### config.mk
export PLATFORM = sky130hd
export DESIGN_NAME = rdf_cmd_queue
export DESIGN_NICKNAME = d
export VERILOG_FILES = /design/src/rdf_pkg.sv /design/src/rdf_cmd_queue.sv
export SDC_FILE = /design/constraint.sdc
export NUM_CORES = 1
export LEC_CHECK = 0
export BUFFER_PORTS_ARGS = -buffer_cell sky130_fd_sc_hd__buf_2
export CORE_AREA = 8 8 65 67
export CTS_CLUSTER_SIZE = 30
export DETAILED_ROUTE_END_ITERATION = 8
export DIE_AREA = 0 0 73 75
export PLACE_DENSITY = 0.86
export SYNTH_ARGS = -nofsm -noshare
export SYNTH_HDL_FRONTEND = slang
export SYNTH_SLANG_ARGS = --single-unit
### constraint.sdc
create_clock -name clk_i -period 2.2 [get_ports clk_i]
set_input_delay 0 -clock clk_i [delete_from_list [all_inputs] [get_ports clk_i]]
set_output_delay 0 -clock clk_i [all_outputs]
set_load 0.005 [all_outputs]
### src/rdf_pkg.sv
// Shared types, codes and defaults for the report deframer with ring FIFO.
// No dependencies; every other file in src uses this package.
`default_nettype none

package rdf_pkg;

  localparam int unsigned RING_DEPTH_DEF   = 2048;
  localparam int unsigned REPORT_BYTES_DEF = 64;
  localparam int unsigned BYTE_W           = 8;
  localparam int unsigned FILL_W           = 11;
  // holds a saturated payload length (at most 61)
  localparam int unsigned CNT_W            = 6;

  localparam logic [BYTE_W-1:0] CODE_GOOD = 8'hBB;
  localparam logic [BYTE_W-1:0] CODE_BAD  = 8'hAA;

  typedef enum logic [1:0] {
    FUNC_BYTE  = 2'd0,
    FUNC_READ  = 2'd1,
    FUNC_CLEAR = 2'd2,
    FUNC_NOP   = 2'd3
  } func_e;

  typedef enum logic [2:0] {
    ST_TAKEN   = 3'd0,
    ST_ACCEPT  = 3'd1,
    ST_REJECT  = 3'd2,
    ST_READ_OK = 3'd3,
    ST_EMPTY   = 3'd4,
    ST_CLEARED = 3'd5
  } status_e;

  typedef struct packed {
    func_e             func;
    logic [BYTE_W-1:0] data_byte;
  } in_t;

  typedef struct packed {
    status_e           status;
    logic [BYTE_W-1:0] read_byte;
    logic              reply_sent;
    logic [BYTE_W-1:0] reply_code;
    logic [FILL_W-1:0] fill_level;
  } out_t;

  // request classes handed from the front to the back
  typedef enum logic [2:0] {
    CMD_PLAIN = 3'd0,
    CMD_GOOD  = 3'd1,
    CMD_BAD   = 3'd2,
    CMD_READ  = 3'd3,
    CMD_CLEAR = 3'd4
  } cmd_e;

  typedef struct packed {
    cmd_e              op;
    logic [CNT_W-1:0]  count;
    logic              reply_sent;
    logic [BYTE_W-1:0] reply_code;
  } cmd_t;

  typedef enum logic [1:0] {
    BK_IDLE   = 2'd0,
    BK_PUSH   = 2'd1,
    BK_RDWAIT = 2'd2,
    BK_RESP   = 2'd3
  } back_state_e;

endpackage

`default_nettype wire

### src/rdf_cmd_queue.sv
// Two-entry request queue between the front and back ends.
// Uses rdf_pkg for the request type.
`default_nettype none

module rdf_cmd_queue (
  input  logic          clk_i,
  input  logic          rst_ni,
  input  logic          push_valid_i,
  output logic          push_ready_o,
  input  rdf_pkg::cmd_t push_i,
  output logic          pop_valid_o,
  input  logic          pop_ready_i,
  output rdf_pkg::cmd_t pop_o
);

  import rdf_pkg::*;

  cmd_t       entry_q [2];
  logic       wr_q, rd_q;
  logic [1:0] cnt_q;
  logic       push, pop;

  assign push_ready_o = (cnt_q != 2'd2);
  assign pop_valid_o  = (cnt_q != 2'd0);
  assign push         = push_valid_i && push_ready_o;
  assign pop          = pop_valid_o && pop_ready_i;
  assign pop_o        = entry_q[rd_q];

  always_ff @(posedge clk_i) begin
    if (push) begin
      entry_q[wr_q] <= push_i;
    end
  end

  always_ff @(posedge clk_i or negedge rst_ni) begin
    if (!rst_ni) begin
      wr_q  <= 1'b0;
      rd_q  <= 1'b0;
      cnt_q <= 2'd0;
    end else begin
      if (push) begin
        wr_q <= ~wr_q;
      end
      if (pop) begin
        rd_q <= ~rd_q;
      end
      cnt_q <= cnt_q + 2'(push) - 2'(pop);
    end
  end

endmodule

`default_nettype wire

==> flow_summary.ini <==
[yosys]
synth_fp_nets = 97
ys_top_cells_by_count = edfxtp_1 (36), mux2_1 (9), mux2_4 (9), dfrtp_1 (4), xnor2_1 (3)
ys_ff_latch = 40
synthArstFlopShare = 0.1000
syn_area_mm2 = 0.001539
synth.area.top_cells = edfxtp_1 (70%), mux2_4 (8.8%), mux2_1 (6.6%)
synthCells = 73
yosysWarnings = 0
yosysMostFrequentCell = edfxtp_1
yosys.area.top_type = edfxtp_1
yosys.cell_types.count = 15
syn_area_per_cell_um2 = 21.08
synth_edf_count = 36
yosysSeqAreaShare = 0.7675
synth_ff_type = edfxtp_1
synth_top_area_frac = 0.7024

[setup_path]
critical_path.max_stage_delay_ns = 0.42
cp.required_ns = 2.44
crit_chain = or2_1 > and2_4 > ha_1 > inv_1 > ha_1 > xnor2_1 > xnor2_1
cp_slowest_cell = dfrtp_1
arrival_ns = 1.99
cp_max_fo = 3
r2r-start = cnt_q[1]
r2r_slack_ns = 0.46
setup.worst_path.end_class = register
ff2ff_path_depth = 7
rr_endpoint = cnt_q[1]
crit_start = cnt_q[1]
crit_type = register to register
cp-start-kind = register

[sta]
final_max_slew_viol_count = 0
layout_setup_ws_ns = 0.4588
fin_tns_setup_ns = 0
setup_viol = 0
fmax_ghz = 0.5743
min_period_over_period = 0.7915
fin_crit_ns = 1.741
slew_headroom = 0.6990
rsz0062_at_grt = false
hold_violations = 0
worst_pin_slew_ns = 0.4516
fin_worst_skew_ns = 0.006092

[final_layout]
fin_area_mm2 = 0.002077
synthToLayoutAreaGrowth_pct = 34.96
final_cells = 190
finish.utilization = 0.6427
final_nets = 168
num-fill-cells = 229
drive_gt1_frac = 0.4167
n_antenna_cell = 0

[drt]
drc_errors = 0
totalWireLength_mm = 2.878
via_count = 868
drtAntennaViolNets = 0
wl_per_cell_um = 15.15
dr.pass1.iters = 3
viasPerCell = 4.568
drt_iter0_drc = 24

[power_and_ir_drop]
leakagePower_uw = 0.0008403
powerDensity_mw_per_mm2 = 1082
peakVddDrop_mv = 0.6699

[floorplanning]
die-height_um = 75
die_w_um = 73
ios = 42
core_mm2 = 0.003232
rows = 21
start_util = 0.4762
die_area_mm2 = 0.005475

[worst_hold_path]
min-delay-start = push_i[11]
hold_path.class = primary input to register
hold_depth = 2
hold_path_end = entry_q[0][11]

[clocking]
htree_levels = 2
clk_latency_ns = 0.32
cts-root-buf = clkbuf_4
cts_sinks = 40
cts_tree = built
cts_buffer_depth = 2
clkTransAtPathRegs_ns = 0.11
cts-buffers-inserted = 5

[placed_design]
place_congestion = 0.6685
dpl.hpwl_mm = 1.931
post-place-cells = 161
io_buffer_count = 41
pre_cts_ws_ns = 0.4690
placed_area_mm2 = 0.001802

[grt]
grt_use_total = 0.1094
grt_max_degree = 19
antenna_found_initial = 0
grt_overflow = 0
grt_pass1_vias = 944
grt_pass1_wl_mm = 4.347

[run]
maxCapViolations = 0

[run_status]
status = complete, no violations
-- where the power goes --
group / switching [uW] / total, uW / leakage [uW] / internal, uW
registers: 87.7 / 1130 / 0.000381 / 1050
clock network: 205 / 352 / 0.0000318 / 147
logic: 337 / 761 / 0.000428 / 424
total: 629 / 2250 / 0.000840 / 1620
-- worst max path at each step --
stage / endpoint / slack, ns / depth (start not counted)
after floorplan: entry_q[0][0] / 0.42 / 3
after global placement: cnt_q[1] / 0.58 / 7
after detailed placement: cnt_q[1] / 0.47 / 7
after CTS: cnt_q[1] / 0.43 / 7
after global routing: cnt_q[1] / 0.35 / 7
final: cnt_q[1] / 0.46 / 7
-- stage by stage --
stage	total power (uW)	hold slack, ns
after floorplan	1627	-0.2956
after global placement	1860	-0.1951
after detailed placement	1904	-0.1844
after CTS	2279	0.3749
after global routing	2365	0.3914
final	2247	0.3929
-- sequential cells by signal, indices dropped and copies added (netlist names) --
name / count
entry_q: 36
wr_q: 1
rd_q: 1
cnt_q: 2
-- cells by family (layout without fill, tap and decap cells) --
logic type,after synthesis,count (layout),synth area share
fa+ha+maj,2,2,0.01626
simple gates,6,6,0.02277
xor+xnor,4,4,0.02277
mux,18,18,0.1537
flops,40,40,0.7675
buf+inv,3,74,0.01707
-- routing by layer --
layer	share of wire	GRT usage	vias to the layer above
met2	0.58	0.2125	18
met4	0.012	0.05333	0
li1	-	-	417
met1	0.36	0.09827	428
met5	0	0	-
met3	0.043	0.03728	5
-- layout make-up --
type / instances / area [um^2] / area share
Clock buffer: 6 / 51.30 / 0.02470
Clock inverter: 1 / 3.754 / 0.001807
Inverter: 1 / 3.754 / 0.001807
Multi-Input combinational cell: 30 / 331.6 / 0.1596
Sequential cell: 40 / 1181 / 0.5687
Tap cell: 46 / 57.56 / 0.02771
Timing Repair Buffer: 66 / 447.9 / 0.2157
-- layout by cell type (no fill, tap or decap), types with 2 or more instances in the layout --
cell type and count:
mux2_1 9, buf_4 3, clkbuf_4 5, xnor2_1 3, edfxtp_1 36, dlygate4sd3_1 22
buf_2 41, mux2_4 9, dfrtp_1 4, ha_1 2
-- worst max-delay path, delay by kind of cell (launching register included) --
kind	cells	cell delay (ns)
xor gates and xnor gates	2	0.33
adders and majority gates	2	0.45
buffers and inverters	1	0.04
DFF	1	0.42
and+or+nand+nor	2	0.43
-- repair_timing --
item / in CTS / in global routing
hold buffers: 22 / 0
endpoints found under the setup margin: 0 / 0
buffers inserted: 0 / 0
resized for setup: 0 / 0
hold endpoints to repair: 42 / 0
Power figures use the tool's default switching activity.
