File: src/rdf_pkg.sv
// Shared types, codes and defaults for the report deframer with ring FIFO.
// No dependencies; every other file in src uses this package.
`default_nettype none

package rdf_pkg;

  localparam int unsigned RING_DEPTH_DEF   = 2048;
  localparam int unsigned REPORT_BYTES_DEF = 64;
  localparam int unsigned BYTE_W           = 8;
  localparam int unsigned FILL_W           = 11;
  // holds a saturated payload length (at most 61)
  localparam int unsigned CNT_W            = 6;

  localparam logic [BYTE_W-1:0] CODE_GOOD = 8'hBB;
  localparam logic [BYTE_W-1:0] CODE_BAD  = 8'hAA;

  typedef enum logic [1:0] {
    FUNC_BYTE  = 2'd0,
    FUNC_READ  = 2'd1,
    FUNC_CLEAR = 2'd2,
    FUNC_NOP   = 2'd3
  } func_e;

  typedef enum logic [2:0] {
    ST_TAKEN   = 3'd0,
    ST_ACCEPT  = 3'd1,
    ST_REJECT  = 3'd2,
    ST_READ_OK = 3'd3,
    ST_EMPTY   = 3'd4,
    ST_CLEARED = 3'd5
  } status_e;

  typedef struct packed {
    func_e             func;
    logic [BYTE_W-1:0] data_byte;
  } in_t;

  typedef struct packed {
    status_e           status;
    logic [BYTE_W-1:0] read_byte;
    logic              reply_sent;
    logic [BYTE_W-1:0] reply_code;
    logic [FILL_W-1:0] fill_level;
  } out_t;

  // request classes handed from the front to the back
  typedef enum logic [2:0] {
    CMD_PLAIN = 3'd0,
    CMD_GOOD  = 3'd1,
    CMD_BAD   = 3'd2,
    CMD_READ  = 3'd3,
    CMD_CLEAR = 3'd4
  } cmd_e;

  typedef struct packed {
    cmd_e              op;
    logic [CNT_W-1:0]  count;
    logic              reply_sent;
    logic [BYTE_W-1:0] reply_code;
  } cmd_t;

  typedef enum logic [1:0] {
    BK_IDLE   = 2'd0,
    BK_PUSH   = 2'd1,
    BK_RDWAIT = 2'd2,
    BK_RESP   = 2'd3
  } back_state_e;

endpackage

`default_nettype wire

File: src/rdf_back.sv
// Back end: carries out requests against the ring FIFO, commits staged
// payloads byte by byte and holds the result register. Uses rdf_pkg.
`default_nettype none

module rdf_back #(
  parameter int unsigned RING_DEPTH   = rdf_pkg::RING_DEPTH_DEF,
  parameter int unsigned REPORT_BYTES = rdf_pkg::REPORT_BYTES_DEF
) (
  input  logic                              clk_i,
  input  logic                              rst_ni,
  input  logic                              cmd_valid_i,
  output logic                              cmd_ready_o,
  input  rdf_pkg::cmd_t                     cmd_i,
  output logic                              commit_done_o,
  output logic [$clog2(REPORT_BYTES-3)-1:0] stg_raddr_o,
  input  logic [rdf_pkg::BYTE_W-1:0]        stg_rdata_i,
  output logic                              ring_we_o,
  output logic [$clog2(RING_DEPTH)-1:0]     ring_waddr_o,
  output logic [rdf_pkg::BYTE_W-1:0]        ring_wdata_o,
  output logic [$clog2(RING_DEPTH)-1:0]     ring_raddr_o,
  input  logic [rdf_pkg::BYTE_W-1:0]        ring_rdata_i,
  output logic                              out_valid_o,
  input  logic                              out_ready_i,
  output rdf_pkg::out_t                     out_o
);

  import rdf_pkg::*;

  localparam int unsigned RW  = $clog2(RING_DEPTH);
  localparam int unsigned SAW = $clog2(REPORT_BYTES - 3);
  localparam logic [RW-1:0] PTR_LAST = RW'(RING_DEPTH - 1);
  localparam logic [RW:0]   DEPTH_W  = (RW + 1)'(RING_DEPTH);

  back_state_e       state_q, state_d;
  logic [RW-1:0]     rp_q, rp_d, wp_q, wp_d;
  logic [CNT_W-1:0]  idx_q, idx_d;
  logic              dv_q, dv_d;
  cmd_t              cmd_q, cmd_d;
  logic [BYTE_W-1:0] rbyte_q, rbyte_d;
  status_e           status_q, status_d;
  out_t              out_q, out_d;
  logic              out_valid_q, out_valid_d;

  logic              out_free, take, push_done, load;
  status_e           ld_status;
  logic [BYTE_W-1:0] ld_byte;
  cmd_t              ld_cmd;
  logic [RW-1:0]     push_nxt;
  logic [RW:0]       fill_w;
  logic [31:0]       fill32;

  function automatic logic [RW-1:0] ptr_next(input logic [RW-1:0] p);
    return (p == PTR_LAST) ? '0 : p + RW'(1);
  endfunction

  function automatic logic [RW:0] fill_of(input logic [RW-1:0] rp,
                                          input logic [RW-1:0] wp);
    if (wp >= rp) begin
      return {1'b0, wp} - {1'b0, rp};
    end
    return DEPTH_W - {1'b0, rp} + {1'b0, wp};
  endfunction

  assign out_free  = !out_valid_q || out_ready_i;
  assign take      = (state_q == BK_IDLE) && cmd_valid_i && out_free;
  assign push_done = (idx_q == cmd_q.count) && !dv_q;

  // next state
  always_comb begin
    state_d = state_q;
    unique case (state_q)
      BK_IDLE: begin
        if (take) begin
          if (cmd_i.op == CMD_GOOD) begin
            state_d = BK_PUSH;
          end else if (cmd_i.op == CMD_READ && rp_q != wp_q) begin
            state_d = BK_RDWAIT;
          end
        end
      end
      BK_PUSH: begin
        if (push_done) begin
          state_d = BK_RESP;
        end
      end
      BK_RDWAIT: state_d = BK_RESP;
      BK_RESP: begin
        if (out_free) begin
          state_d = BK_IDLE;
        end
      end
    endcase
  end

  // datapath and outputs
  always_comb begin
    cmd_ready_o   = 1'b0;
    commit_done_o = 1'b0;
    ring_we_o     = 1'b0;
    ring_waddr_o  = wp_q;
    ring_wdata_o  = stg_rdata_i;
    ring_raddr_o  = rp_q;
    stg_raddr_o   = idx_q[SAW-1:0];
    rp_d      = rp_q;
    wp_d      = wp_q;
    idx_d     = idx_q;
    dv_d      = dv_q;
    cmd_d     = cmd_q;
    rbyte_d   = rbyte_q;
    status_d  = status_q;
    load      = 1'b0;
    ld_status = status_q;
    ld_byte   = rbyte_q;
    ld_cmd    = cmd_q;
    push_nxt  = ptr_next(wp_q);
    unique case (state_q)
      BK_IDLE: begin
        cmd_ready_o = out_free;
        if (take) begin
          cmd_d   = cmd_i;
          idx_d   = '0;
          dv_d    = 1'b0;
          rbyte_d = '0;
          ld_cmd  = cmd_i;
          ld_byte = '0;
          unique case (cmd_i.op)
            CMD_GOOD: status_d = ST_ACCEPT;
            CMD_BAD: begin
              load      = 1'b1;
              ld_status = ST_REJECT;
            end
            CMD_CLEAR: begin
              rp_d      = '0;
              wp_d      = '0;
              load      = 1'b1;
              ld_status = ST_CLEARED;
            end
            CMD_READ: begin
              if (rp_q == wp_q) begin
                load      = 1'b1;
                ld_status = ST_EMPTY;
              end else begin
                // ring read address is rp_q this cycle
                rp_d     = ptr_next(rp_q);
                status_d = ST_READ_OK;
              end
            end
            default: begin
              load      = 1'b1;
              ld_status = ST_TAKEN;
            end
          endcase
        end
      end
      BK_PUSH: begin
        // staging read issued the cycle before its ring push
        dv_d = (idx_q != cmd_q.count);
        if (idx_q != cmd_q.count) begin
          idx_d = idx_q + CNT_W'(1);
        end
        if (dv_q) begin
          if (push_nxt == rp_q) begin
            // ring full: drop the byte and restart both pointers
            rp_d = '0;
            wp_d = '0;
          end else begin
            ring_we_o = 1'b1;
            wp_d      = push_nxt;
          end
        end
        commit_done_o = push_done;
      end
      BK_RDWAIT: rbyte_d = ring_rdata_i;
      BK_RESP:   load = out_free;
    endcase

    fill_w = fill_of(rp_d, wp_d);
    fill32 = 32'(fill_w);
    out_d  = out_q;
    if (load) begin
      out_d.status     = ld_status;
      out_d.read_byte  = ld_byte;
      out_d.reply_sent = ld_cmd.reply_sent;
      out_d.reply_code = ld_cmd.reply_code;
      out_d.fill_level = fill32[FILL_W-1:0];
    end
    out_valid_d = load || (out_valid_q && !out_ready_i);
  end

  always_ff @(posedge clk_i or negedge rst_ni) begin
    if (!rst_ni) begin
      state_q     <= BK_IDLE;
      rp_q        <= '0;
      wp_q        <= '0;
      idx_q       <= '0;
      dv_q        <= 1'b0;
      out_valid_q <= 1'b0;
    end else begin
      state_q     <= state_d;
      rp_q        <= rp_d;
      wp_q        <= wp_d;
      idx_q       <= idx_d;
      dv_q        <= dv_d;
      out_valid_q <= out_valid_d;
    end
  end

  always_ff @(posedge clk_i) begin
    cmd_q    <= cmd_d;
    rbyte_q  <= rbyte_d;
    status_q <= status_d;
    out_q    <= out_d;
  end

  assign out_valid_o = out_valid_q;
  assign out_o       = out_q;

`ifndef SYNTH
  a_push_only_good: assert property (@(posedge clk_i) disable iff (!rst_ni)
    state_q == BK_PUSH |-> cmd_q.op == CMD_GOOD)
    else $error("commit running for a request that is not a good report");
  a_idx_bounded: assert property (@(posedge clk_i) disable iff (!rst_ni)
    state_q == BK_PUSH |-> idx_q <= cmd_q.count)
    else $error("commit index ran past payload length");
  a_ring_wr_in_push: assert property (@(posedge clk_i) disable iff (!rst_ni)
    ring_we_o |-> state_q == BK_PUSH && dv_q)
    else $error("ring written outside a commit");
  a_rdwait_from_idle: assert property (@(posedge clk_i) disable iff (!rst_ni)
    state_q == BK_RDWAIT |-> $past(state_q) == BK_IDLE)
    else $error("read wait not entered from idle");
`endif

endmodule

`default_nettype wire

File: config.mk
export PLATFORM = sky130hd
export DESIGN_NAME = rdf_back
export DESIGN_NICKNAME = d
export VERILOG_FILES = /design/src/rdf_pkg.sv /design/src/rdf_back.sv
export SDC_FILE = /design/constraint.sdc
export NUM_CORES = 1
export LEC_CHECK = 0
export BUFFER_PORTS_ARGS = -buffer_cell sky130_fd_sc_hd__buf_2
export CORE_ASPECT_RATIO = 1.2
export CORE_MARGIN = 4
export CORE_UTILIZATION = 40
export DETAILED_ROUTE_END_ITERATION = 10
export GPL_TIMING_DRIVEN = 0
export HOLD_SLACK_MARGIN = 0.15
export PLACE_DENSITY_LB_ADDON = 0.05
export SYNTH_ARGS = -nofsm -noshare
export SYNTH_HDL_FRONTEND = slang
export SYNTH_SLANG_ARGS = --single-unit
File: constraint.sdc
create_clock -name clk_i -period 4.4 [get_ports clk_i]
set_input_delay 0.22 -clock clk_i [delete_from_list [all_inputs] [get_ports clk_i]]
set_output_delay 0.22 -clock clk_i [all_outputs]
set_load 0.02 [all_outputs]
==> flow_summary_export.csv, run 1 <==
group,metric,value,unit
place,place_ws,-681,ps
synthesis,synthesis.area,5130,µm²
worst_setup_path,rr_worst_depth,20,
place,place_area,5880,µm²
timing,fin_crit,4510,ps
global_route,grt_pass1_vias,4527,
worst_setup_path,end_kind,"flip-flop",
synthesis,ys_top_cells_by_area,"edfxtp_1 (27%), dfrtp_1 (16%), nand2_1 (5.2%)",
worst_setup_path,required,4490,ps
power,seqPwrFrac,0.299,
power,swShare,0.407,
worst_hold_path,hold_depth,2,
timing,fin_skew,8.76,ps
clocking,cts_tree,"yes",
synthesis,synth_top_area_cell,"edfxtp_1",
worst_setup_path,reg2reg_slack,-110,ps
worst_setup_path,critPathLaunch,"ring_waddr_o[0]$_DFF_PN0_",
power,combPwrFrac,0.540,
route,drc,0,
power,worst_ir_drop_vdd,286,µV
synthesis,synth-edff-count,46,
finish,n_antenna_cell,0,
power,power_density,702,nW/µm²
flow_run,cap_violations,0,
worst_hold_path,holdCritStartpoint,"ring_rdata_i[0]",
synthesis,synth.distinct_cells,69,
synthesis,synth.most_common_cell,"nand2_1",
route,antenna_left,0,
synthesis,yosys-top-cells-count,"nand2_1 (71), edfxtp_1 (46), o21ai_0 (33)",
worst_setup_path,worstSetupPathType,"flip-flop to flip-flop",
timing,setup_viol,1,
power,p_int,0.00282,W
floorplanning,ios,109,
clocking,clock-sinks,87,
clocking,htree_num_levels,3,
floorplanning,dieArea,14700,µm²
timing,slew_viol_final,0,
synthesis,yosys_most_used_dff,"edfxtp_1",
global_route,grt_max_degree,33,
power,p_leak,2.91,nW
global_route,grtUsageTotal,0.192,
power,p_total,0.00475,W
power,switchingPower,0.00194,W
worst_hold_path,hold_path.class,"input pin to flip-flop",
finish,final_core_util,0.537,
worst_setup_path,reg2reg_to,"out_o[10]$_DFFE_PP_",
synthesis,yosys_warnings,0,
place,numPortBuffers,100,
worst_setup_path,rr_startpoint,"ring_waddr_o[0]$_DFF_PN0_",
route,via_per_inst,5.25,
timing,fmax,222,MHz
status,failed_checks,"negative setup slack",
timing,hold_viol,0,
finish,area_delta_synth_final,32.0,%
timing,relSlewSlack,0.462,
timing,setup_slack,-113,ps
synthesis,ys_ff_latch,87,
clocking,clockBufferDepth,2,
timing,rsz0062_at_grt,"yes",
floorplanning,start_util,0.407,
synthesis,syn-num-nets,579,
finish,nFillCells,1196,
clocking,clkTransAtPathRegs,70,ps
floorplanning,dieHeight,132,µm
route,vias,4449,
finish,nets,735,
floorplanning,fp.dieW,111,µm
place,post-place-cells,788,
timing,fin_crit_sh,1.03,
global_route,antenna_found_initial,0,
finish,drive_gt1_frac,0.336,
finish,stdcell_count,848,
synthesis,ys_seq_area_frac,0.461,
clocking,clock_latency,340,ps
route,drt-initial-drc-count,199,
global_route,grt_pass1_wl,22700,µm
global_route,grt_overflow,0,
finish,design_area,6770,µm²
route,wirelength,14200,µm
worst_setup_path,cp_data_arrival_time,4610,ps
place,place.gp.congestion,0.866,
synthesis,synth-async-reset-ratio,0.368,
synthesis,yosysTopAreaCellShare,0.269,
synthesis,syn_inst,523,
timing,tightest_slew,808,ps
route,wl_per_cell,16.7,µm
floorplanning,row_count,45,
worst_setup_path,crit_path_start_kind,"flip-flop",
place,hpwl,10200,µm
power,clkPwrFrac,0.161,
synthesis,postSynthAreaPerCell,9.81,µm²
route,first_pass_iters,4,
worst_hold_path,hold_path_end,"rbyte_q[0]$_DFFE_PP_",
floorplanning,fp.coreArea,12600,µm²
clocking,clockRootBuffer,"clkbuf_16",
worst_setup_path,critPathMaxFanout,9,
status,outcome,"complete, but fails checks",
clocking,cts_made_buffers,9,
-- metal layers --
| metal | GRT usage | wire length [µm] | vias to the layer above |
|---|---|---|---|
| li1 | - | - | 2212 |
| met1 | 0.228 | 5840 | 2096 |
| met2 | 0.343 | 7320 | 122 |
| met3 | 0.0427 | 721 | 19 |
| met4 | 0.0656 | 300 | 0 |
| met5 | 0 | 0 | - |
-- cell usage in the layout (no fill, tap or decap), types with 16 or more instances in the layout --
master	Yosys	final
dlygate4sd3_1	0	16
edfxtp_1	46	46
o21ai_0	33	28
buf_4	16	43
nand3_1	18	16
a21oi_1	17	16
nor2_1	29	27
buf_2	3	101
inv_1	21	20
dfrtp_1	32	25
nand2_1	71	71
-- registers in the layout, indices dropped and copies added (netlist names) --
signal,cells
rbyte_q,8
state_q,2
ring_waddr_o,11
out_valid_o,1
cmd_q,15
ring_raddr_o,11
status_q,1
stg_raddr_o,6
dv_q,1
out_o,31
-- cell type report --
class                   instances  area [µm²]  share of cell area
inverters                      22        85.1              0.0126
clock buffers                   9         225              0.0333
well taps                     164         205              0.0303
clock inverters                 7        72.6              0.0107
plain buffers                  33         219              0.0323
flip-flops and latches         87        2370               0.350
multi-input cells             377        2670               0.395
repair buffers                149         921               0.136
-- kinds of logic (layout without fill, tap and decap cells) --
family | count (synthesis) | in the layout | share of synthesized area
buf+inv | 59 | 220 | 0.0556
xor+xnor | 26 | 26 | 0.0471
simple gates | 198 | 198 | 0.195
fa+ha+maj | 18 | 18 | 0.0454
flops | 87 | 87 | 0.461
compound gates | 120 | 120 | 0.165
mux | 15 | 15 | 0.0315
-- metrics by stage --
stage               hold WS, ps  TNS (ps)
floorplan                 -75.6         0
global placement            359    -26710
detailed placement          360     -1280
CTS                         169     -92.8
global route                171      -359
finish                      180      -113
-- power by group through the flow --
stage	registers (W)	clock network, W	logic, W
after global routing	0.00145	0.000820	0.00282
after detailed placement	0.00144	0	0.00222
final	0.00142	0.000764	0.00257
after global placement	0.00144	0	0.00215
after CTS	0.00143	0.000784	0.00250
after floorplan	0.00165	0	0.00137
-- worst max path at each step --
stage | to | cells after the start | slack (ps)
final | out_o[10]$_DFFE_PP_ | 20 | -110
after global routing | out_o[10]$_DFFE_PP_ | 20 | -270
after CTS | out_o[10]$_DFFE_PP_ | 20 | -90
after detailed placement | out_o[10]$_DFFE_PP_ | 20 | -680
after global placement | out_o[0]$_DFFE_PP_ | 10 | -830
after floorplan | out_o[10]$_DFFE_PP_ | 19 | 9
-- critical path, stage by stage, from the launching register on --
cell and delay (ps):
dfrtp_2 390, buf_6 120, nand2_8 60, or4_4 520, and2_4 190, o211a_4 240, o2111ai_4 260, a2bb2oi_4 250
buf_6 150, inv_4 40, o22ai_4 220, ha_4 190, fa_2 240, nor2b_4 50, o2111ai_2 200, nand4_1 170
a41o_2 330, nand4_1 100, o2111ai_1 120, a211o_1 280, xnor2_1 130
-- repair_timing --
action                                  4_1_cts  5_1_grt
setup buffers                                27        5
hold buffers                                 16        0
hold endpoints to repair                     47        0
pin swaps                                    16        9
gates resized for setup                      45       20
endpoints found under the setup margin        3        3
cloned                                        0        0
Power figures use the tool's default switching activity.
==> run 2: changes to the inputs <==
--- a/config.mk
+++ b/config.mk
@@ -5,6 +5,8 @@
 export SDC_FILE = /design/constraint.sdc
 export NUM_CORES = 1
 export LEC_CHECK = 0
+export ABC_AREA = 1
+export ABC_CLOCK_PERIOD_IN_PS = 4400
 export BUFFER_PORTS_ARGS = -buffer_cell sky130_fd_sc_hd__buf_2
 export CORE_ASPECT_RATIO = 1.2
 export CORE_MARGIN = 4
==> flow_summary_export.csv, run 2 <==
group,metric,value,unit
route,drt-initial-drc-count,231,
finish,area_delta_synth_final,26.5,%
power,worst_ir_drop_vdd,368,µV
global_route,antenna_found_initial,0,
power,swShare,0.458,
clocking,clockRootBuffer,"clkbuf_16",
worst_hold_path,hold_depth,3,
finish,layout_common_cells,"nand2_1 (155), buf_2 (107), inv_1 (89)",
worst_setup_path,required,4500,ps
timing,rsz0062_at_grt,"no",
global_route,grt_max_degree,33,
global_route,grtUsageTotal,0.192,
floorplanning,row_count,44,
synthesis,yosys_most_used_dff,"edfxtp_1",
route,wirelength,13700,µm
synthesis,syn-num-nets,672,
worst_setup_path,rr_worst_depth,25,
clocking,clock_latency,340,ps
floorplanning,start_util,0.413,
floorplanning,fp.coreArea,12200,µm²
clocking,clockBufferDepth,2,
synthesis,postSynthAreaPerCell,8.20,µm²
global_route,grt_overflow,0,
place,hpwl,10500,µm
worst_setup_path,critPathSlowestCell,"dfrtp_2",
power,p_total,0.00497,W
power,p_leak,3.08,nW
flow_run,cap_violations,0,
clocking,clkTransAtPathRegs,70,ps
finish,stdcell_count,919,
worst_setup_path,worstSetupPathType,"flip-flop to flip-flop",
timing,tightest_slew,831,ps
synthesis,synth.distinct_cells,43,
worst_setup_path,slowest_delay,410,ps
timing,setup_viol,0,
route,antenna_left,0,
timing,slew_viol_final,0,
finish,n_antenna_cell,0,
synthesis,ys_seq_area_frac,0.467,
synthesis,synth-async-reset-ratio,0.368,
synthesis,synth-edff-count,46,
worst_hold_path,hold_path.class,"input pin to flip-flop",
synthesis,syn_inst,616,
floorplanning,ios,109,
clocking,htree_num_levels,3,
synthesis,synth.most_common_cell,"nand2_1",
status,outcome,"finished, final reports clean",
timing,hold_viol,0,
floorplanning,fp.dieW,111,µm
timing,fmax,243,MHz
route,vias,4536,
finish,final_core_util,0.523,
clocking,cts_tree,"yes",
finish,drive_gt1_frac,0.247,
global_route,grt_pass1_wl,22800,µm
synthesis,synth_top_area_cell,"edfxtp_1",
route,first_pass_iters,5,
synthesis,yosys_warnings,0,
worst_setup_path,crit_path_start_kind,"flip-flop",
finish,largest_register_ff_count,31,
timing,fin_crit,4110,ps
floorplanning,dieArea,14500,µm²
timing,fin_crit_sh,0.935,
clocking,clock-sinks,87,
global_route,grt_pass1_vias,4595,
synthesis,synthesis.area,5050,µm²
floorplanning,dieHeight,131,µm
place,place.gp.congestion,0.923,
worst_setup_path,end_kind,"flip-flop",
timing,relSlewSlack,0.446,
place,place_ws,-93.7,ps
power,switchingPower,0.00228,W
power,clkPwrFrac,0.159,
finish,final_common_cell,"nand2_1",
synthesis,yosys-top-cells-count,"nand2_1 (156), inv_1 (89), nor2_1 (52)",
route,wl_per_cell,14.9,µm
power,combPwrFrac,0.533,
synthesis,yosysTopAreaCellShare,0.273,
synthesis,ys_top_cells_by_area,"edfxtp_1 (27%), dfrtp_1 (16%), nand2_1 (12%)",
power,p_int,0.00270,W
worst_setup_path,critPathMaxFanout,10,
place,numPortBuffers,100,
place,post-place-cells,878,
worst_setup_path,cp_data_arrival_time,4210,ps
timing,fin_hold_ws,155,ps
timing,fin_skew,8.80,ps
power,seqPwrFrac,0.308,
power,power_density,778,nW/µm²
route,via_per_inst,4.94,
finish,nets,809,
clocking,cts_made_buffers,9,
timing,setup_slack,285,ps
route,drc,0,
synthesis,ys_ff_latch,87,
[run 2: power by group through the flow]
stage | clock, W | sequential [W] | combinational (W)
5_1_grt | 0.000847 | 0.00157 | 0.00294
4_1_cts | 0.000811 | 0.00154 | 0.00261
2_1_floorplan | 0 | 0.00179 | 0.00154
3_3_place_gp | 0 | 0.00156 | 0.00251
6_report | 0.000793 | 0.00153 | 0.00265
3_5_place_dp | 0 | 0.00155 | 0.00256
[run 2: stage by stage]
step	cell area, µm²	setup TNS [ps]
final	6390	0
after global routing	6390	0
after CTS	6330	0
after detailed placement	5790	-94.1
after global placement	5760	-7700
after floorplan	5050	0
[run 2: final timing paths]
check | slack (ps) | endpoint | from
worst max-delay path | 290 | out_o[10]$_DFFE_PP_ | ring_waddr_o[1]$_DFF_PN0_
worst min-delay path | 150 | rbyte_q[1]$_DFFE_PP_ | ring_rdata_i[1]
worst max register to register | 290 | out_o[10]$_DFFE_PP_ | ring_waddr_o[1]$_DFF_PN0_
worst min register to register | 450 | cmd_q[2]$_DFF_P_ | cmd_q[2]$_DFF_P_
max in group asynchronous | 3300 | ring_waddr_o[0]$_DFF_PN0_ | rst_ni
min in group asynchronous | 530 | ring_waddr_o[9]$_DFF_PN0_ | rst_ni
[run 2: final cells by class]
type	instances	area [µm²]
sequential	87	2360
clock inverter	7	82.6
tap	161	201
timing repair buffer	126	763
buffer	23	141
multi-input combinational	408	2240
clock buffer	9	225
inverter	98	370
fill	1229	5830
[run 2: metal layers]
layer	vias to the layer above	global-route usage	share of wire
met5	-	0	0
met4	0	0.0753	0.026
met3	20	0.0409	0.059
met2	131	0.335	0.51
met1	2114	0.232	0.41
li1	2271	-	-
[run 2: cell families after synthesis]
logic type,after synthesis,share of synthesized area
xor gates and xnor gates,22,0.0381
adders and majority gates,18,0.0461
DFF,87,0.467
and+or+nand+nor,285,0.252
buffers and inverters,121,0.101
AOI/OAI and AO/OA,83,0.0961
[run 2: critical path, delay by kind of cell, from the launching register on]
kind,cells,cell delay [ps]
flops,1,410
simple gates,13,1640
fa+ha+maj,3,850
buf+inv,3,310
compound gates,6,650
[run 2: what timing repair did]
| action | CTS | global route |
|---|---|---|
| gates resized for setup | 5 | 12 |
| endpoints found under the hold margin | 53 | 0 |
| pin swaps | 0 | 2 |
| setup buffers | 0 | 3 |
| hold buffers | 22 | 0 |
| endpoints found under the setup margin | 2 | 2 |
