File: src/rdf_pkg.sv
// Shared types, codes and defaults for the report deframer with ring FIFO.
// No dependencies; every other file in src uses this package.
`default_nettype none

package rdf_pkg;

  localparam int unsigned RING_DEPTH_DEF   = 2048;
  localparam int unsigned REPORT_BYTES_DEF = 64;
  localparam int unsigned BYTE_W           = 8;
  localparam int unsigned FILL_W           = 11;
  // holds a saturated payload length (at most 61)
  localparam int unsigned CNT_W            = 6;

  localparam logic [BYTE_W-1:0] CODE_GOOD = 8'hBB;
  localparam logic [BYTE_W-1:0] CODE_BAD  = 8'hAA;

  typedef enum logic [1:0] {
    FUNC_BYTE  = 2'd0,
    FUNC_READ  = 2'd1,
    FUNC_CLEAR = 2'd2,
    FUNC_NOP   = 2'd3
  } func_e;

  typedef enum logic [2:0] {
    ST_TAKEN   = 3'd0,
    ST_ACCEPT  = 3'd1,
    ST_REJECT  = 3'd2,
    ST_READ_OK = 3'd3,
    ST_EMPTY   = 3'd4,
    ST_CLEARED = 3'd5
  } status_e;

  typedef struct packed {
    func_e             func;
    logic [BYTE_W-1:0] data_byte;
  } in_t;

  typedef struct packed {
    status_e           status;
    logic [BYTE_W-1:0] read_byte;
    logic              reply_sent;
    logic [BYTE_W-1:0] reply_code;
    logic [FILL_W-1:0] fill_level;
  } out_t;

  // request classes handed from the front to the back
  typedef enum logic [2:0] {
    CMD_PLAIN = 3'd0,
    CMD_GOOD  = 3'd1,
    CMD_BAD   = 3'd2,
    CMD_READ  = 3'd3,
    CMD_CLEAR = 3'd4
  } cmd_e;

  typedef struct packed {
    cmd_e              op;
    logic [CNT_W-1:0]  count;
    logic              reply_sent;
    logic [BYTE_W-1:0] reply_code;
  } cmd_t;

  typedef enum logic [1:0] {
    BK_IDLE   = 2'd0,
    BK_PUSH   = 2'd1,
    BK_RDWAIT = 2'd2,
    BK_RESP   = 2'd3
  } back_state_e;

endpackage

`default_nettype wire

File: src/rdf_front.sv
// Front end: takes requests, tracks report position and check XOR, stages
// payload bytes and classifies each request for the back end. Uses rdf_pkg.
`default_nettype none

module rdf_front #(
  parameter int unsigned REPORT_BYTES = rdf_pkg::REPORT_BYTES_DEF
) (
  input  logic                              clk_i,
  input  logic                              rst_ni,
  input  logic                              cfg_we_i,
  input  logic                              cfg_wdata_i,
  input  logic                              in_valid_i,
  output logic                              in_ready_o,
  input  rdf_pkg::in_t                      in_i,
  output logic                              cmd_valid_o,
  input  logic                              cmd_ready_i,
  output rdf_pkg::cmd_t                     cmd_o,
  input  logic                              commit_done_i,
  output logic                              stg_we_o,
  output logic [$clog2(REPORT_BYTES-3)-1:0] stg_waddr_o,
  output logic [rdf_pkg::BYTE_W-1:0]        stg_wdata_o
);

  import rdf_pkg::*;

  localparam int unsigned PAY_MAX = REPORT_BYTES - 3;
  localparam int unsigned PW      = $clog2(REPORT_BYTES);
  localparam int unsigned SAW     = $clog2(PAY_MAX);
  localparam logic [PW-1:0] LAST_POS  = PW'(REPORT_BYTES - 1);
  localparam logic [PW-1:0] LEN_POS   = PW'(1);
  localparam logic [PW-1:0] FIRST_PAY = PW'(2);

  logic [PW-1:0]     pos_q, pos_d;
  logic [BYTE_W-1:0] xor_q, xor_d;
  logic [BYTE_W-1:0] len_q, len_d;
  logic              busy_q, busy_d;
  logic              reply_en_q;

  logic              is_byte, is_last, pay_pos, hold, accept, good;
  logic [BYTE_W-1:0] len_sat;

  always_comb begin
    is_byte = (in_i.func == FUNC_BYTE);
    is_last = (pos_q == LAST_POS);
    pay_pos = (pos_q >= FIRST_PAY) && !is_last;
    // a commit still reads staging: hold payload bytes of the next report
    hold    = busy_q && is_byte && pay_pos;
    in_ready_o  = cmd_ready_i && !hold;
    cmd_valid_o = in_valid_i && !hold;
    accept  = in_valid_i && in_ready_o;
    good    = (in_i.data_byte == xor_q);
    len_sat = (len_q > BYTE_W'(PAY_MAX)) ? BYTE_W'(PAY_MAX) : len_q;
  end

  always_comb begin
    cmd_o.op         = CMD_PLAIN;
    cmd_o.count      = len_sat[CNT_W-1:0];
    cmd_o.reply_sent = 1'b0;
    cmd_o.reply_code = '0;
    unique case (in_i.func)
      FUNC_BYTE: begin
        if (is_last) begin
          cmd_o.op         = good ? CMD_GOOD : CMD_BAD;
          cmd_o.reply_sent = reply_en_q;
          if (reply_en_q) begin
            cmd_o.reply_code = good ? CODE_GOOD : CODE_BAD;
          end
        end
      end
      FUNC_READ:  cmd_o.op = CMD_READ;
      FUNC_CLEAR: cmd_o.op = CMD_CLEAR;
      FUNC_NOP:   cmd_o.op = CMD_PLAIN;
    endcase
  end

  always_comb begin
    pos_d  = pos_q;
    xor_d  = xor_q;
    len_d  = len_q;
    busy_d = busy_q;
    if (commit_done_i) begin
      busy_d = 1'b0;
    end
    if (accept && is_byte) begin
      if (is_last) begin
        pos_d = '0;
        xor_d = '0;
        len_d = '0;
        if (good) begin
          busy_d = 1'b1;
        end
      end else begin
        xor_d = xor_q ^ in_i.data_byte;
        pos_d = pos_q + PW'(1);
        if (pos_q == LEN_POS) begin
          len_d = in_i.data_byte;
        end
      end
    end
  end

  assign stg_we_o    = accept && is_byte && pay_pos;
  assign stg_waddr_o = SAW'(pos_q - FIRST_PAY);
  assign stg_wdata_o = in_i.data_byte;

  always_ff @(posedge clk_i or negedge rst_ni) begin
    if (!rst_ni) begin
      pos_q      <= '0;
      xor_q      <= '0;
      len_q      <= '0;
      busy_q     <= 1'b0;
      reply_en_q <= 1'b0;
    end else begin
      pos_q  <= pos_d;
      xor_q  <= xor_d;
      len_q  <= len_d;
      busy_q <= busy_d;
      if (cfg_we_i) begin
        reply_en_q <= cfg_wdata_i;
      end
    end
  end

`ifndef SYNTH
  // staging must never be overwritten while a commit may still read it
  a_no_stage_wr_busy: assert property (@(posedge clk_i) disable iff (!rst_ni)
    stg_we_o |-> !busy_q)
    else $error("staging written during commit");
`endif

endmodule

`default_nettype wire

File: config.mk
export PLATFORM = sky130hd
export DESIGN_NAME = rdf_front
export DESIGN_NICKNAME = d
export VERILOG_FILES = /design/src/rdf_pkg.sv /design/src/rdf_front.sv
export SDC_FILE = /design/constraint.sdc
export NUM_CORES = 1
export LEC_CHECK = 0
export ABC_AREA = 1
export BUFFER_PORTS_ARGS = -buffer_cell sky130_fd_sc_hd__buf_2
export CORE_ASPECT_RATIO = 1.4
export CORE_UTILIZATION = 49
export DETAILED_ROUTE_END_ITERATION = 16
export GPL_TIMING_DRIVEN = 0
export PLACE_DENSITY = 0.82
export SLEW_MARGIN = 20
export SYNTH_ARGS = -nofsm -noshare
export SYNTH_HDL_FRONTEND = slang
export SYNTH_SLANG_ARGS = --single-unit
File: constraint.sdc
create_clock -name clk_i -period 3.1 [get_ports clk_i]
set_clock_uncertainty 0.05 [all_clocks]
set_input_delay 0.62 -clock clk_i [delete_from_list [all_inputs] [get_ports clk_i]]
set_output_delay 0.62 -clock clk_i [all_outputs]
set_load 0.01 [all_outputs]
==> flow_summary.ini, run 1 <==
[pwr]
p_clk_frac = 0.219
combPwrFrac = 0.393
powerDensity_nw_per_um2 = 613
power_frac_seq = 0.388
peakVddDrop_mv = 0.301
leakagePower_nw = 1.16
total_power_w = 0.00128
internal-power_w = 0.000802
switching_share = 0.371
netSwitchingPower_w = 0.000474

[grt]
grt_max_degree = 25
track_usage = 0.205
grt_pass1_wl_mm = 5.82
antenna_found_initial = 0
grt.overflow.total = 0
grt_pass1_vias = 1368

[timing]
fin_hold_ws_ns = 0.268
finalHoldViolCount = 0
rsz0062_at_grt = false
setup_viol = 0
slew_headroom = 0.638
finalMaxSlewViolations = 0
tns_ns = 0
period_needed_ns = 2.82
tightest_slew_ns = 0.544
min_period_over_period = 0.909
clock.fmax_ghz = 0.355
setup_ws_ns = 0.283

[routing]
wl_per_cell_microns = 10.5
drtIter0Drc = 34
drtAntennaViolNets = 0
drc = 0
wirelength_mm = 3.41
first_pass_iters = 4
via_count = 1482
viasPerCell = 4.59

[yosys]
synth_compound_area_frac = 0.0667
synth-seq-area-share = 0.352
synth_area_sq_um = 1710
synth_seq_cells = 24
synthSimpleGateAreaFrac = 0.301
synth_warnings = 0
postSynthAreaPerCell_sq_um = 7.45
synth_mux_area_frac = 0
syn_inst = 229
synth_edf_count = 0
yosys.area_share.adder = 0.0367
synth_xor_area_frac = 0.0770
yosysUniqueCellTypes = 28
ys.flop_type = dfrtp_1
synth_top_family_by_area = simple AND/OR/NAND/NOR gates
ys_async_sr_fraction = 1.00

[floorplan]
dieHeight_microns = 71.8
io_pins = 52
start_util = 0.510
coreArea_sq_um = 3350
die_x_microns = 51.9
rows = 25
dieArea_sq_um = 3730

[run]
max-cap-violations = 0

[placement]
detailedPlace.worstSlack_ns = 0.455
dpl.hpwl_mm = 2.64
dp.cells = 319
io_buffers = 49
place_congestion = 0.800

[finish]
fill_cells = 301
drive_above_1_share = 0.297
final_cell_mix = nand2_1 (57), buf_2 (51), inv_1 (36)
fin_cells = 323
final_common_cell = nand2_1
area_delta_synth_final_pct = 21.9
antenna_cells = 0
nNetsFinal = 306

[setup_path]
critPathKind = reg2out
required_ns = 2.43
timing.rr.end = len_q[1]
r2r_slack_ns = 1.24
reg2regPathDepth = 9
arrival_ns = 2.15
reg2reg_from = pos_q[0]
start_kind = flop
cp_max_fo = 9
worstSetupEndpointType = output port

[clock_tree]
tritoncts = done
cts_max_level = 1
clock_sinks = 24
clock_path_buffers = 2
postCtsSetupBuffers = 0
cts_hold_buf = 0
cts_buffers = 3
cts_resized = 0
cts_root_buf = clkbuf_8
clk_latency_ns = 0.27
clkTransAtPathRegs_ns = 0.09

[run_status]
outcome = complete, no violations

[hold_path]
hold_class = in2async
-- per-stage QoR --
step	util	area, sq um
after floorplan	-	1710
after global placement	0.599	2010
after detailed placement	0.599	2010
after CTS	0.621	2080
after global routing	0.622	2080
final	0.622	2080
-- cells in the mapped netlist, types with 2 or more instances --
cell | number | area [sq um]
dfrtp_1 | 24 | 601
o21bai_1 | 8 | 60.1
nand4_1 | 2 | 12.5
buf_4 | 16 | 120
o21ai_0 | 6 | 30.0
nand3_1 | 10 | 50.1
xnor2_1 | 5 | 43.8
inv_1 | 36 | 135
nand2_2 | 2 | 12.5
ha_1 | 5 | 62.6
nor3_1 | 4 | 20.0
xor2_1 | 10 | 87.6
buf_2 | 2 | 10.0
nor2_1 | 27 | 101
o21ai_1 | 2 | 10.0
nand2_1 | 57 | 214
nor2_2 | 2 | 12.5
-- cell type report --
class                   instances  area, sq um  share of cell area
well taps                      40         50.0              0.0241
plain buffers                  20          145              0.0698
repair buffers                 49          245               0.118
flip-flops and latches         24          602               0.289
clock buffers                   3         41.3              0.0198
inverters                      36          135              0.0649
clock inverters                 1         30.0              0.0144
multi-input cells             150          832               0.400
-- per-layer routing --
metal	vias to the layer above	routed length [microns]	track usage	share of wire
li1	785	-	-	-
met1	655	1460	0.236	0.43
met2	37	1730	0.370	0.51
met3	5	157	0.0255	0.046
met4	0	58	0.0811	0.017
met5	-	0	0	0
-- logic make-up after synthesis --
family / count (synthesis)
simple gates: 110
buf+inv: 56
flops: 24
compound gates: 18
xor+xnor: 15
fa+ha+maj: 5
other cells: 1
-- worst max path at each step --
| stage | start | end | cells past startpoint |
|---|---|---|---|
| 2_1_floorplan | in_i[8] | cmd_o[4] | 6 |
| 3_3_place_gp | in_i[8] | cmd_o[7] | 8 |
| 3_5_place_dp | in_i[8] | cmd_o[7] | 8 |
| 4_1_cts | pos_q[0] | cmd_o[7] | 9 |
| 5_1_grt | pos_q[1] | cmd_o[4] | 9 |
| 6_report | pos_q[0] | cmd_o[4] | 9 |
-- power by group through the flow --
stage	Sequential, W	Clock, W	Combinational (W)
floorplan	0.000480	0	0.000368
global placement	0.000493	0	0.000487
detailed placement	0.000499	0	0.000499
CTS	0.000494	0.000285	0.000506
global route	0.000507	0.000295	0.000574
finish	0.000495	0.000279	0.000502
-- state kept, by name, indices dropped and copies added, names as in the netlist --
name	flops
busy_q	1
pos_q	6
xor_q	8
len_q	8
reply_en_q	1
-- critical path: stages, from the launching register on --
cell and delay, ns:
dfrtp_2 0.42, ha_1 0.21, nand2_2 0.09, nor2_4 0.26, inv_1 0.13, nor2_1 0.18
inv_1 0.10, nor3_1 0.22, buf_4 0.14, buf_2 0.12
(Power assumes the default switching activity.)
==> run 2, diff against run 1 <==
--- a/config.mk
+++ b/config.mk
@@ -8,10 +8,10 @@
 export ABC_AREA = 1
 export BUFFER_PORTS_ARGS = -buffer_cell sky130_fd_sc_hd__buf_2
 export CORE_ASPECT_RATIO = 1.4
-export CORE_UTILIZATION = 49
+export CORE_UTILIZATION = 46
 export DETAILED_ROUTE_END_ITERATION = 16
 export GPL_TIMING_DRIVEN = 0
-export PLACE_DENSITY = 0.82
+export PLACE_DENSITY = 0.81
 export SLEW_MARGIN = 20
 export SYNTH_ARGS = -nofsm -noshare
 export SYNTH_HDL_FRONTEND = slang
==> constraint.sdc (replaced) <==
create_clock -name clk_i -period 2.3 [get_ports clk_i]
set_clock_uncertainty 0.05 [all_clocks]
set_input_delay 0.46 -clock clk_i [delete_from_list [all_inputs] [get_ports clk_i]]
set_output_delay 0.46 -clock clk_i [all_outputs]
set_load 0.01 [all_outputs]
==> run 2 against run 1 <==
First-iteration DRC count is 2.9% higher. Combinational power rose by 52%. Critical endpoint is now stg_we_o. Die area grew 6.3%. Critical path depth fell by 1. Via count is 6.2% higher.
==> flow_summary.ini, run 2 (synthesis gave the netlist of run 1 again) <==
[setup_path]
critPathKind = reg2out
cp.depth = 8
cp_max_fo = 4
critPathMaxStageDelay_ns = 0.40
worstSetupEndpointType = output port
cp_slowest_cell = dfrtp_1
reg2regPathDepth = 10
endpoint = stg_we_o
cp_top_family = simple AND/OR/NAND/NOR gates
reg2reg_from = pos_q[1]
start_kind = flop
path_cells = buf_6 > ha_2 > inv_2 > nand4_1 > nand2_4 > nand4_4 > nor2_2 > buf_2
timing.rr.end = len_q[6]
required_ns = 1.79
arrival_ns = 1.72
r2r_slack_ns = 0.33
crit_path_start = pos_q[1]
critPathBufInv = 3

[pwr]
powerDensity_nw_per_um2 = 811
peakVddDrop_mv = 0.517
switching_share = 0.370
internal-power_w = 0.00113
netSwitchingPower_w = 0.000666
leakagePower_nw = 1.23
combPwrFrac = 0.425
power_frac_seq = 0.367
p_clk_frac = 0.207

[finish]
fin_cells = 333
final_cell_area_sq_um = 2220
drive_above_1_share = 0.362
fill_cells = 312
antenna_cells = 0
nNetsFinal = 316
multi_input_area_sq_um = 881
final_cell_mix = nand2_1 (56), buf_2 (50), inv_1 (33)
top_regs = len_q (8), xor_q (8), pos_q (6)
regArea_sq_um = 602
final_common_cell = nand2_1
area_delta_synth_final_pct = 29.9

[clock_tree]
clkTransAtPathRegs_ns = 0.09
clock_path_buffers = 2
tritoncts = done
cts_max_level = 1
clk_latency_ns = 0.27
cts_hold_buf = 0
cts_root_buf = clkbuf_8
cts_buffers = 3
clock_sinks = 24

[timing]
period_needed_ns = 2.23
finalMaxSlewViolations = 0
finalHoldViolCount = 0
setup_viol = 0
tightest_slew_ns = 0.530
min_period_over_period = 0.972
setup_ws_ns = 0.0652
clock.fmax_ghz = 0.447
slew_headroom = 0.646

[routing]
drc = 0
via_count = 1574
viasPerCell = 4.73
drtIter0Drc = 35
wl_per_cell_microns = 10.8
first_pass_iters = 4
drtAntennaViolNets = 0
wirelength_mm = 3.59

[placement]
dp.cells = 319
detailedPlace.worstSlack_ns = -0.127
place_congestion = 0.787
dpl.hpwl_mm = 2.60
io_buffers = 49
placed_area_sq_um = 2010

[floorplan]
dieHeight_microns = 74.1
die_x_microns = 53.5
rows = 25
coreArea_sq_um = 3470
dieArea_sq_um = 3960
start_util = 0.492
io_pins = 52

[grt]
grt_max_degree = 25
grt.overflow.total = 0
antenna_found_initial = 0
grt_pass1_vias = 1358
track_usage = 0.189
grt_pass1_wl_mm = 5.66

[hold_path]
hold_class = in2async

[run]
max-cap-violations = 0

[run_status]
outcome = complete, no violations
run 2: how the worst min path moves through the flow:
stage,startpoint,cells after the start,end
finish,rst_ni,1,pos_q[1]
global route,rst_ni,1,xor_q[5]
CTS,rst_ni,1,xor_q[5]
detailed placement,rst_ni,1,pos_q[1]
global placement,rst_ni,1,xor_q[3]
floorplan,rst_ni,0,busy_q
run 2: metal layers:
| metal | vias to the layer above | GRT usage | share of wire |
|---|---|---|---|
| met5 | - | 0 | 0 |
| met4 | 0 | 0.0526 | 0.013 |
| li1 | 805 | - | - |
| met3 | 5 | 0.0184 | 0.040 |
| met1 | 716 | 0.231 | 0.42 |
| met2 | 48 | 0.343 | 0.52 |
run 2: metrics by stage:
stage	power [W]	hold WS [ns]	util	TNS, ns
floorplan	0.00114	0.114	-	0
global placement	0.00132	0.426	0.578	-0.483
detailed placement	0.00135	0.426	0.578	-0.604
global route	0.00193	0.158	0.639	-0.0742
finish	0.00180	0.108	0.639	0
CTS	0.00174	0.135	0.613	0
run 2: worst register-to-register path, delay by kind of cell (launching register included):
family	cells	cell delay [ns]
AOI/OAI and AO/OA	1	0.15
adders and majority gates	1	0.18
buffers and inverters	4	0.57
DFF	1	0.40
and+or+nand+nor	4	0.52
run 2: final cells by class:
| type | count | area share |
|---|---|---|
| tap | 40 | 0.0226 |
| multi-input combinational | 150 | 0.397 |
| clock buffer | 3 | 0.0186 |
| sequential | 24 | 0.271 |
| inverter | 36 | 0.0621 |
| buffer | 19 | 0.0632 |
| timing repair buffer | 60 | 0.151 |
| clock inverter | 1 | 0.0135 |
run 2: timing repair:
| item | CTS | global route |
|---|---|---|
| cloned | 0 | 0 |
| setup endpoints to repair | 10 | 9 |
| setup buffers | 5 | 6 |
| pin swaps | 2 | 8 |
| resized for setup | 7 | 13 |
run 2: power by group through the flow:
stage / clock network, W / logic, W / registers [W]
3_3_place_gp: 0 / 0.000655 / 0.000662
2_1_floorplan: 0 / 0.000496 / 0.000647
4_1_cts: 0.000377 / 0.000711 / 0.000653
5_1_grt: 0.000391 / 0.000859 / 0.000678
6_report: 0.000373 / 0.000764 / 0.000660
3_5_place_dp: 0 / 0.000677 / 0.000670
==> run 3, diff against run 2 <==
--- a/config.mk
+++ b/config.mk
@@ -8,10 +8,10 @@
 export ABC_AREA = 1
 export BUFFER_PORTS_ARGS = -buffer_cell sky130_fd_sc_hd__buf_2
 export CORE_ASPECT_RATIO = 1.4
-export CORE_UTILIZATION = 46
+export CORE_UTILIZATION = 45
 export DETAILED_ROUTE_END_ITERATION = 16
 export GPL_TIMING_DRIVEN = 0
-export PLACE_DENSITY = 0.81
+export PLACE_DENSITY = 0.79
 export SLEW_MARGIN = 20
 export SYNTH_ARGS = -nofsm -noshare
 export SYNTH_HDL_FRONTEND = slang
==> run 3 against run 2 <==
Cell count unchanged. Critical path depth stayed put. Worst setup slack improved by 0.0027 ns. Total power shrank 8.7%. Clock power is 35% lower. Combinational power shrank 2.9%. First-iteration DRC count grew 31%. Cell area fell by 2.0%. Die area increased by 2.1%. Non-clock buffer count decreased by 1. Clock-buffer cell count did not move.
==> flow_summary.ini, run 3 (synthesis gave the netlist of run 1 again) <==
[timing]
period_needed_ns = 2.23
slew_headroom = 0.642
min_period_over_period = 0.970
finalMaxSlewViolations = 0
fin_hold_ws_ns = 0.121
finalHoldViolCount = 0
clock.fmax_ghz = 0.448
tightest_slew_ns = 0.537
setup_viol = 0

[routing]
drtAntennaViolNets = 0
wl_per_cell_microns = 10.6
wirelength_mm = 3.53
viasPerCell = 4.61
via_count = 1536
drc = 0
drtIter0Drc = 46
first_pass_iters = 4

[setup_path]
cp_max_fo = 4
critPathMaxStageDelay_ns = 0.39
worstSetupEndpointType = output port
path_cells = buf_4 > ha_2 > inv_2 > nand4_1 > nand2_4 > nand4_4 > nor2_2 > buf_2
cp_slowest_cell = dfrtp_1
arrival_ns = 1.72
critPathKind = reg2out
critPathBufInv = 3
cp_top_family = simple AND/OR/NAND/NOR gates
required_ns = 1.79
start_kind = flop

[grt]
antenna_found_initial = 0
track_usage = 0.197
grt_max_degree = 25
grt.overflow.total = 0
grt_pass1_vias = 1438
grt_pass1_wl_mm = 5.87

[clock_tree]
clock_path_buffers = 2
tritoncts = done
clkTransAtPathRegs_ns = 0.08
cts_root_buf = clkbuf_8
clock_sinks = 24
clk_latency_ns = 0.26
cts_buffers = 3
cts_max_level = 1

[pwr]
leakagePower_nw = 1.20
total_power_w = 0.00164
powerDensity_nw_per_um2 = 755
peakVddDrop_mv = 0.442

[placement]
io_buffers = 49
dpl.hpwl_mm = 2.57
place_congestion = 0.794

[finish]
multi_input_area_sq_um = 876
regArea_sq_um = 602
final_common_cell = nand2_1
fill_cells = 326
drive_above_1_share = 0.354
final_cell_mix = nand2_1 (56), buf_2 (50), inv_1 (33)
area_delta_synth_final_pct = 27.3
antenna_cells = 0
top_regs = len_q (8), xor_q (8), pos_q (6)
nNetsFinal = 315

[floorplan]
die_x_microns = 54.0
io_pins = 52
start_util = 0.468
rows = 26
dieHeight_microns = 74.9
dieArea_sq_um = 4050
coreArea_sq_um = 3640

[run]
max-cap-violations = 0

[hold_path]
hold_class = in2async

[run_status]
outcome = complete, no violations
-- run 3: changes by cell type in the layout (fill, tap and decap cells not counted), sizes merged --
cell,previous run,this run
bufinv,1,0
buf,78,77
-- run 3: report_power, final --
group,internal (W),switching [W]
registers,0.000556,0.0000990
logic,0.000325,0.000418
clock network,0.000117,0.000126
total,0.000998,0.000643
-- run 3: final cells by class --
type,instances,area share
multi-input cells,150,0.403
flip-flops and latches,24,0.277
repair buffers,59,0.149
plain buffers,19,0.0645
inverters,36,0.0633
well taps,42,0.0242
clock buffers,3,0.0190
-- run 3: what timing repair did --
action	CTS	global route
pin swaps	2	7
buffers inserted	7	3
setup endpoints to repair	10	9
gates resized for setup	7	11
hold buffers	0	0
cloned	0	0
-- run 3: metal layers --
metal | GRT usage | wire length [microns]
met5 | 0 | 0
met1 | 0.226 | 1460
met4 | 0.0712 | 36
met2 | 0.365 | 1880
met3 | 0.0202 | 146
-- run 3: through the flow --
| stage | instance area [sq um] | std cells | TNS, ns | utilization | worst slack, ns |
|---|---|---|---|---|---|
| 2_1_floorplan | 1710 | 230 | 0 | - | 0.0308 |
| 3_5_place_dp | 2010 | 321 | -0.759 | 0.551 | -0.153 |
| 4_1_cts | 2120 | 330 | 0 | 0.581 | 0.0454 |
| 3_3_place_gp | 2010 | 321 | -0.601 | 0.551 | -0.115 |
| 6_report | 2170 | 333 | 0 | 0.596 | 0.0679 |
| 5_1_grt | 2170 | 333 | -0.0274 | 0.596 | -0.0248 |
-- run 3: worst paths after layout --
| check | start | endpoint | slack (ns) | cells past startpoint |
|---|---|---|---|---|
| worst max-delay path | pos_q[1] | stg_we_o | 0.07 | 8 |
| worst min-delay path | rst_ni | len_q[3] | 0.12 | 1 |
| worst max register to register | pos_q[1] | len_q[1] | 0.24 | 11 |
| worst min register to register | xor_q[4] | xor_q[4] | 0.46 | 2 |
| max in group asynchronous | rst_ni | pos_q[0] | 1.69 | 1 |
| min in group clk_i | cfg_wdata_i | reply_en_q | 0.38 | 3 |
